**src/sv/aob_pkg.sv**
```systemverilog
`timescale 1ns / 1ps
`default_nettype none

package aob_pkg;

    // Lane select inside the divider pipeline
    typedef logic [1:0] t_lane;

    // Three colour lanes run through the divider; opacity rides beside them
    localparam int NUM_COLORS = 3;

    localparam t_lane LANE_RED   = 2'd0;
    localparam t_lane LANE_GREEN = 2'd1;
    localparam t_lane LANE_BLUE  = 2'd2;
    localparam t_lane LANE_ALPHA = 2'd3;

endpackage : aob_pkg

`default_nettype wire

```
**src/sv/alpha_over_blend.sv**
```systemverilog
`timescale 1ns / 1ps
`default_nettype none

// Channel   Dir  Handshake                  Payload
// -------   ---  -------------------------  ----------------------------------------------
// s_axis    in   tvalid / tready            tdata: fg r,g,b,a then bg r,g,b,a (W bits each)
// m_axis    out  tvalid / tready            tdata: out r,g,b,a (W bits each), tuser: flag
//
// One pixel transfer per clock, sustained while the output is ready. There is one
// product stage, one numerator stage, then a restoring divider that resolves one
// quotient bit per stage for the three colours; the opacity quotient comes from a
// shift and add in the numerator stage and rides alongside.
// Synchronous active-low reset clears only the valid bits of the stages.
// Every stage has its own ready, so bubbles close up under a downstream stall and a
// held stage keeps its contents; nothing is dropped or repeated.

module alpha_over_blend #(
    parameter int  CHANNEL_BITS = 8,
    localparam int OUT_W        = ((4 * CHANNEL_BITS + 7) / 8) * 8
) (
    input  wire logic                      i_clk,
    input  wire logic                      i_rst_n,
    // slave side
    input  wire logic                      i_s_axis_tvalid,
    output logic                           o_s_axis_tready,
    // fg_red, fg_green, fg_blue, fg_alpha, bg_red, bg_green, bg_blue, bg_alpha
    input  wire logic [8*CHANNEL_BITS-1:0] i_s_axis_tdata,
    // master side
    output logic                           o_m_axis_tvalid,
    input  wire logic                      i_m_axis_tready,
    // out_red, out_green, out_blue, out_alpha, zero pad
    output logic [OUT_W-1:0]               o_m_axis_tdata,
    // transparent_flag
    output logic [0:0]                     o_m_axis_tuser
);

    import aob_pkg::*;

    localparam int W  = CHANNEL_BITS;
    localparam int AW = 2 * CHANNEL_BITS;
    localparam int SW = AW + 1;
    localparam int NW = 3 * CHANNEL_BITS;

    localparam logic [W-1:0]  CH_MAX = {W{1'b1}};
    localparam logic [AW-1:0] MAX_SQ = AW'(CH_MAX) * AW'(CH_MAX);

    // Stage 1: products
    logic                  r1_v;
    logic [AW-1:0]         r1_pf [NUM_COLORS];
    logic [AW-1:0]         r1_pb [NUM_COLORS];
    logic [W-1:0]          r1_nfa;
    logic [AW-1:0]         r1_a;

    // Stage 2: numerators
    logic                  r2_v;
    logic [NW-1:0]         r2_num [NUM_COLORS];
    logic [AW-1:0]         r2_a;
    logic [W-1:0]          r2_aq;

    // Divider stages, one quotient bit each
    logic [W-1:0]          r_dv;
    logic [NW-1:0]         r_rem [W-1][NUM_COLORS];
    logic [W-1:0]          r_q   [W][NUM_COLORS];
    logic [W-1:0]          r_aq  [W];
    logic [AW-1:0]         r_da  [W];

    logic [NW-1:0]         n_rem [W-1][NUM_COLORS];
    logic [W-1:0]          n_q   [W][NUM_COLORS];
    logic [W-1:0]          n_aq  [W];
    logic [AW-1:0]         n_da  [W];
    logic [W-1:0]          n_dv;

    logic [W-1:0]          w_rdy_d;
    logic                  w_rdy1;
    logic                  w_rdy2;
    logic                  w_flag;
    logic [W-1:0]          w_fa;
    logic [W-1:0]          w_ba;

    // Per-stage ready chain from the output back to the input
    always_comb begin
        w_rdy_d[W-1] = ~r_dv[W-1] | i_m_axis_tready;
        for (int j = W - 2; j >= 0; j--) begin
            w_rdy_d[j] = ~r_dv[j] | w_rdy_d[j+1];
        end
        w_rdy2 = ~r2_v | w_rdy_d[0];
        w_rdy1 = ~r1_v | w_rdy2;
    end

    assign o_s_axis_tready = w_rdy1;

    assign w_fa = i_s_axis_tdata[3*W +: W];
    assign w_ba = i_s_axis_tdata[7*W +: W];

    // Stage 1: fg and bg weighted colours, composite opacity scaled by M*M
    always_ff @(posedge i_clk) begin
        if (!i_rst_n) begin
            r1_v <= 1'b0;
        end else if (w_rdy1) begin
            r1_v <= i_s_axis_tvalid;
        end
    end

    always_ff @(posedge i_clk) begin
        if (w_rdy1) begin
            for (int l = 0; l < NUM_COLORS; l++) begin
                r1_pf[l] <= AW'(i_s_axis_tdata[l*W +: W]) * AW'(w_fa);
                r1_pb[l] <= AW'(i_s_axis_tdata[(4+l)*W +: W]) * AW'(w_ba);
            end
            r1_nfa <= CH_MAX - w_fa;
            r1_a   <= MAX_SQ - AW'(CH_MAX - w_fa) * AW'(CH_MAX - w_ba);
        end
    end

    // Stage 2: num = pf*M + pb*(M-fa); pf*M done as shift and subtract
    always_ff @(posedge i_clk) begin
        if (!i_rst_n) begin
            r2_v <= 1'b0;
        end else if (w_rdy2) begin
            r2_v <= r1_v;
        end
    end

    always_ff @(posedge i_clk) begin
        if (w_rdy2) begin
            for (int l = 0; l < NUM_COLORS; l++) begin
                r2_num[l] <= (NW'(r1_pf[l]) << W) - NW'(r1_pf[l])
                           + NW'(r1_pb[l]) * NW'(r1_nfa);
            end
            r2_a  <= r1_a;
            // floor(A/M) as (A + (A >> W) + 1) >> W, exact for A up to M*M
            r2_aq <= W'((SW'(r1_a) + SW'(r1_a >> W) + SW'(1)) >> W);
        end
    end

    // Restoring divider: stage j resolves quotient bit W-1-j.
    // Colour lanes divide by A; the opacity quotient is carried along.
    always_comb begin
        logic [NW-1:0] v_src;
        logic [NW-1:0] v_sub;
        logic [W-1:0]  v_q;
        logic [AW-1:0] v_da;
        n_dv = {r_dv[W-2:0], r2_v};
        for (int j = 0; j < W; j++) begin
            v_da    = (j == 0) ? r2_a : r_da[j-1];
            n_da[j] = v_da;
            n_aq[j] = (j == 0) ? r2_aq : r_aq[j-1];
            for (int l = 0; l < NUM_COLORS; l++) begin
                if (j == 0) begin
                    v_src = r2_num[l];
                    v_q   = '0;
                end else begin
                    v_src = r_rem[j-1][l];
                    v_q   = r_q[j-1][l];
                end
                v_sub = NW'(v_da) << (W - 1 - j);
                if (v_src >= v_sub) begin
                    v_q[W-1-j] = 1'b1;
                    v_src      = v_src - v_sub;
                end
                n_q[j][l] = v_q;
                if (j < W - 1) begin
                    n_rem[j][l] = v_src;
                end
            end
        end
    end

    always_ff @(posedge i_clk) begin
        if (!i_rst_n) begin
            r_dv <= '0;
        end else begin
            for (int j = 0; j < W; j++) begin
                if (w_rdy_d[j]) begin
                    r_dv[j] <= n_dv[j];
                end
            end
        end
    end

    always_ff @(posedge i_clk) begin
        for (int j = 0; j < W; j++) begin
            if (w_rdy_d[j]) begin
                r_da[j] <= n_da[j];
                r_aq[j] <= n_aq[j];
                for (int l = 0; l < NUM_COLORS; l++) begin
                    r_q[j][l] <= n_q[j][l];
                    if (j < W - 1) begin
                        r_rem[j][l] <= n_rem[j][l];
                    end
                end
            end
        end
    end

    // Output: zero colour when both alphas are zero
    assign w_flag = (r_da[W-1] == '0);

    assign o_m_axis_tvalid   = r_dv[W-1];
    assign o_m_axis_tuser[0] = w_flag;
    always_comb begin
        o_m_axis_tdata = '0;
        o_m_axis_tdata[LANE_RED*W   +: W] = w_flag ? '0 : r_q[W-1][LANE_RED];
        o_m_axis_tdata[LANE_GREEN*W +: W] = w_flag ? '0 : r_q[W-1][LANE_GREEN];
        o_m_axis_tdata[LANE_BLUE*W  +: W] = w_flag ? '0 : r_q[W-1][LANE_BLUE];
        o_m_axis_tdata[LANE_ALPHA*W +: W] = r_aq[W-1];
    end

    // Transparent pixel must come out with zero opacity
    a_flag_alpha_zero: assert property (@(posedge i_clk) disable iff (!i_rst_n)
        o_m_axis_tvalid && o_m_axis_tuser[0] |-> o_m_axis_tdata[LANE_ALPHA*W +: W] == '0)
        else $error("transparent pixel with nonzero opacity");

    // Any nonzero composite opacity is at least M, so its quotient is at least one
    a_opaque_alpha_nonzero: assert property (@(posedge i_clk) disable iff (!i_rst_n)
        o_m_axis_tvalid && !o_m_axis_tuser[0] |-> o_m_axis_tdata[LANE_ALPHA*W +: W] != '0)
        else $error("nontransparent pixel with zero opacity");

    // An accepted transfer reaches stage 1
    a_accept_enters: assert property (@(posedge i_clk) disable iff (!i_rst_n)
        i_s_axis_tvalid && o_s_axis_tready |=> r1_v)
        else $error("accepted transfer lost at stage 1");

    // A stalled numerator stage keeps its item
    a_stage2_hold: assert property (@(posedge i_clk) disable iff (!i_rst_n)
        r2_v && !w_rdy_d[0] |=> r2_v && $stable(r2_a))
        else $error("stage 2 changed under stall");

endmodule : alpha_over_blend

`default_nettype wire

```
**config.mk**
```make
export PLATFORM = sky130hd
export DESIGN_NAME = alpha_over_blend
export DESIGN_NICKNAME = d
export VERILOG_FILES = /design/src/sv/aob_pkg.sv /design/src/sv/alpha_over_blend.sv
export SDC_FILE = /design/constraint.sdc
export NUM_CORES = 2
export LEC_CHECK = 0
export ABC_AREA = 1
export BUFFER_PORTS_ARGS = -buffer_cell sky130_fd_sc_hd__buf_2
export CAP_MARGIN = 15
export CELL_PAD_IN_SITES_DETAIL_PLACEMENT = 1
export CELL_PAD_IN_SITES_GLOBAL_PLACEMENT = 1
export CORE_MARGIN = 2
export CORE_UTILIZATION = 30
export CTS_CLUSTER_DIAMETER = 50
export CTS_CLUSTER_SIZE = 28
export DETAILED_ROUTE_END_ITERATION = 16
export GPL_TIMING_DRIVEN = 0
export HOLD_SLACK_MARGIN = 0.03
export PLACE_DENSITY_LB_ADDON = 0.1
export SLEW_MARGIN = 0
export SYNTH_ARGS = -nofsm -noshare
export SYNTH_HDL_FRONTEND = slang
export SYNTH_SLANG_ARGS = --single-unit
```
**constraint.sdc**
```tcl
create_clock -name i_clk -period 20.1 [get_ports i_clk]
set_input_delay 2.01 -clock i_clk [delete_from_list [all_inputs] [get_ports i_clk]]
set_output_delay 2.01 -clock i_clk [all_outputs]
set_load 0.1 [all_outputs]
```
==> summary by stage <==
Critical path
The reg-to-reg startpoint is r1_nfa[0]. The setup check on the worst reg-to-reg path leaves a slack of ~14 ns. Walking the worst path, the cells encountered are buf_2, inv_1, nand4_1, buf_8, nor2_2, nand3_4, nor2_2, nand4_1, buf_8, buf_8, buf_8, buf_2. By instance count, the cell type seen most on the critical path is sky130_fd_sc_hd__buf_8. The worst-case reg-to-reg path depth is 20. The slowest stage of the critical path is the sky130_fd_sc_hd__nand4_1 cell. The largest delay contributor family on the critical path is simple AND/OR/NAND/NOR gates. The data arrival at the endpoint of the critical path is about 6.3 ns. The delay of the slowest cell on the worst path is about 0.82 ns. The largest driver fanout on the critical path is about 50. The worst path buffer plus inverter count is 7.

STA classifies the critical path startpoint as an input port. STA puts the critical path data required time at between 15 and 20 ns. The type of destination of the critical path is an output port. The kind of critical path is input port to output port. The end of the worst register-to-register path is r2_num[0][22].

Place
The detailed placer's ending HPWL is just under 300000 um. Routability-driven placement finished with a final weighted congestion of 0.896. Buffers placed on the I/O ports in this run total 46.

Drt
The via count of the routed design is just under 80000. The detailed-route wire length per cell is between 20 and 25 um. The number of DRC markers after the initial detailed-route iteration is roughly 2900. The final antenna-violating net count is 0.

The first detailed-routing pass ran for 5 iterations. After detailed routing, the number of vias per cell comes to approximately 4.6. The detailed-route DRC error count is 0. For this block, the routed nets add up to about 340000 um of wire.

CTS
The root buffer cell chosen for the clock tree is sky130_fd_sc_hd__clkbuf_16. The clock latency on the worst-skew pair is 0.86 ns. The number of setup buffers added after CTS is 0. The H-tree was split into 4 levels. The number of clock buffers added by TritonCTS is 174.

The total of cells resized after clock tree synthesis is 0. The clock passes through at most 4 buffers. The number of buffers added to fix hold violations after cts is 0. The number of clock sinks is 1030. TritonCTS built the clock tree. The CTS clock-pin slew for the worst setup and hold paths is roughly 0.06 ns.

Synthesis
The Yosys step of the flow raised 0 warnings. For this run, the leading register cell type out of synthesis is sky130_fd_sc_hd__edfxtp_1. A synthesized cell averages between 7 and 8 sq um.

By area the synthesized netlist is led by sky130_fd_sc_hd__edfxtp_1 32%, sky130_fd_sc_hd__nand2_1 17%, sky130_fd_sc_hd__fa_1 13%. Synthesis handed over a netlist of 12510 instances. The share of flip-flops with an asynchronous set or reset is 0%. The number of enable-type register cells in the synthesized netlist is just over 1000. The total standard cell area after synthesis is ~96000 sq um.

The synthesized design devotes to its leading area cell type between 30% and 40% of total area. The synthesized flop and latch total is around 1000. The largest area contributor in the synthesized netlist is sky130_fd_sc_hd__edfxtp_1. The synthesized netlist contains 53 unique library cells. The sequential fraction of the synthesis area is between 30% and 40%. The number of nets in the synthesized netlist is ~14000.

STA
Counting I/O delays and the setup requirement, the final critical path takes 8.28 ns. The slew of the pin with the lowest slew margin is 1.25 ns. Measured against its own limit, the worst slew margin works out to between 10% and 20%. The worst clock skew is ~0.043 ns.

Setup violations remaining at the end of the flow were counted as 0. Final hold analysis gives a worst-case slack of ~0.41 ns. Setup repair after global routing left no endpoint under its margin.

Timing would allow up to 121 MHz. The final number of hold-violating endpoints is 0. The final worst-path cycle share is approximately 41%. The count of pins over their slew limit is 0.

Global route
The global route total overflow is 0. The wire length of the first global-routing pass is ~520000 um. The via count of the first global-routing pass is 86618. The total global routing track utilization is approximately a fifth.

Entering global routing, the biggest net connects 72 pins. The number of antenna violations at the first check in global routing was 12.

Floorplanning
The total I/O pin count is between 100 and 150. The starting density of the core is between 30% and 40%. In this run the horizontal extent of the chip is 570 um. The area of the core is about 320000 sq um.

The die height is about 570 um. The initialized floorplan defines 207 standard-cell rows. The area enclosed by the die boundary is about 320000 sq um.

Final layout
The sequential cell area is approximately 31000 sq um. The most common cell after layout, fill and taps aside is sky130_fd_sc_hd__nand2_1. The layout overhead on the synthesized area is 12.6%.

Leaving out fill and tap cells, the most frequent cells in the layout are 4390 x sky130_fd_sc_hd__nand2_1, 2633 x sky130_fd_sc_hd__inv_1, 1020 x sky130_fd_sc_hd__edfxtp_1, 824 x sky130_fd_sc_hd__ha_1, 812 x sky130_fd_sc_hd__nor2_1. In the final layout, the multi-input gates occupy about 54000 sq um. In the final design database the tool counted 14271 nets.

The fraction of final layout cells sized beyond drive strength 1 is 5.17%. The count of filler cells inserted in the layout is approximately 39000.

Hold path
The end point of the most critical hold path is r_aq[1][11]. The worst hold path class is flip-flop to flip-flop. The number of instances on the worst hold path is 0. The worst min-delay path startpoint is r_aq[1][3].

Run status
The run finished with clean final reports.

Run
The reported max-cap violation count is 0.
[synthesized netlist by cell type (7+ instances only)]
| cell | number |
|---|---|
| sky130_fd_sc_hd__nand4_1 | 115 |
| sky130_fd_sc_hd__a211oi_1 | 7 |
| sky130_fd_sc_hd__o21ai_2 | 8 |
| sky130_fd_sc_hd__o21ai_0 | 151 |
| sky130_fd_sc_hd__xnor2_1 | 96 |
| sky130_fd_sc_hd__nor2_1 | 813 |
| sky130_fd_sc_hd__o21a_1 | 17 |
| sky130_fd_sc_hd__nor3_1 | 67 |
| sky130_fd_sc_hd__inv_2 | 14 |
| sky130_fd_sc_hd__nand4_2 | 7 |
| sky130_fd_sc_hd__buf_2 | 21 |
| sky130_fd_sc_hd__clkbuf_2 | 81 |
| sky130_fd_sc_hd__edfxtp_1 | 1020 |
| sky130_fd_sc_hd__xor2_1 | 210 |
| sky130_fd_sc_hd__nor2_2 | 25 |
| sky130_fd_sc_hd__nand3_2 | 10 |
| sky130_fd_sc_hd__buf_6 | 28 |
| sky130_fd_sc_hd__o21ai_1 | 21 |
| sky130_fd_sc_hd__nand3_1 | 609 |
| sky130_fd_sc_hd__nor4_1 | 11 |
| sky130_fd_sc_hd__inv_1 | 2635 |
| sky130_fd_sc_hd__dfxtp_1 | 10 |
| sky130_fd_sc_hd__and2_1 | 16 |
| sky130_fd_sc_hd__nand3b_1 | 43 |
| sky130_fd_sc_hd__ha_1 | 824 |
| sky130_fd_sc_hd__buf_1 | 8 |
| sky130_fd_sc_hd__a21oi_1 | 412 |
| sky130_fd_sc_hd__nand2_1 | 4393 |
| sky130_fd_sc_hd__clkbuf_1 | 94 |
| sky130_fd_sc_hd__or2_2 | 7 |
| sky130_fd_sc_hd__fa_1 | 615 |
| sky130_fd_sc_hd__a21o_1 | 7 |
| sky130_fd_sc_hd__a21oi_2 | 14 |
| sky130_fd_sc_hd__buf_4 | 16 |
| sky130_fd_sc_hd__nand2_2 | 21 |
| sky130_fd_sc_hd__o21bai_1 | 16 |
| sky130_fd_sc_hd__nor2_4 | 13 |
[metal layers]
layer  up-vias  track usage, %  wire (um)
met2       944            40.7     181000
met4        12            11.5      21200
met3       586            1.73       6950
met1     37945            22.7     134000
li1      39137               -          -
met5         -               0         80
[state kept, by name (all words and copies together) (netlist names)]
signal,cells
r1_pf,48
r2_a,16
r_q,108
r1_v,1
r2_num,72
r_dv,8
r1_nfa,8
r_da,128
r1_a,16
r1_pb,48
r_rem,504
r_aq,64
r2_v,1
r2_aq,8
[cell type report]
class / instances / share of cell area, %
Sequential cell: 1030 / 28.5
Timing Repair Buffer: 78 / 0.773
Clock inverter: 135 / 1.38
Clock buffer: 186 / 4.11
Tap cell: 4180 / 4.83
Multi-Input combinational cell: 8579 / 49.9
Buffer: 248 / 1.23
Antenna cell: 22 / 0.0509
Inverter: 2653 / 9.21
[kinds of logic after synthesis]
group / count (synthesis) / share of synthesized area, %
and+or+nand+nor: 6165 / 26.0
buffers and inverters: 2901 / 11.8
adders and majority gates: 1439 / 23.6
DFF: 1030 / 32.1
xor gates and xnor gates: 306 / 2.79
AOI/OAI and AO/OA: 669 / 3.76
[how the worst max path moves through the flow]
stage                          from               to  cells past startpoint
floorplan           i_m_axis_tready  o_s_axis_tready                      6
global placement    i_m_axis_tready  o_s_axis_tready                      8
detailed placement  i_m_axis_tready  o_s_axis_tready                     12
CTS                 i_m_axis_tready  o_s_axis_tready                     12
global route        i_m_axis_tready  o_s_axis_tready                     12
finish              i_m_axis_tready  o_s_axis_tready                     12
[stage by stage]
| stage | setup TNS [ns] | setup slack [ns] | util [%] | cells | cell area [sq um] |
|---|---|---|---|---|---|
| global route | 0 | 11.39 | 34.0 | 17110 | 108000 |
| detailed placement | 0 | 11.67 | 32.1 | 16768 | 102000 |
| CTS | 0 | 11.63 | 34.0 | 17089 | 108000 |
| floorplan | 0 | 3.93 | - | 12510 | 96100 |
| global placement | -271.18 | -3.81 | 31.9 | 16736 | 102000 |
| finish | 0 | 11.82 | 34.0 | 17111 | 108000 |
[worst register-to-register path, stage by stage (launching register included)]
cell and delay [ns]:
sky130_fd_sc_hd__edfxtp_1 0.37, sky130_fd_sc_hd__clkbuf_1 0.36, sky130_fd_sc_hd__buf_8 0.23, sky130_fd_sc_hd__buf_1 0.79, sky130_fd_sc_hd__nand2_1 0.22, sky130_fd_sc_hd__fa_1 0.59
sky130_fd_sc_hd__inv_1 0.06, sky130_fd_sc_hd__fa_1 0.53, sky130_fd_sc_hd__fa_1 0.45, sky130_fd_sc_hd__fa_1 0.54, sky130_fd_sc_hd__inv_1 0.06, sky130_fd_sc_hd__fa_1 0.53
sky130_fd_sc_hd__inv_1 0.04, sky130_fd_sc_hd__ha_1 0.39, sky130_fd_sc_hd__nand2_1 0.14, sky130_fd_sc_hd__inv_1 0.08, sky130_fd_sc_hd__nand2_1 0.10, sky130_fd_sc_hd__nor3_1 0.27
sky130_fd_sc_hd__nand4_1 0.25, sky130_fd_sc_hd__nand4_1 0.16, sky130_fd_sc_hd__nand2_1 0.09
Power is left out: the tool's default activity adds up to more than one toggle a clock period on the data nets, which glitch-free logic cannot reach.
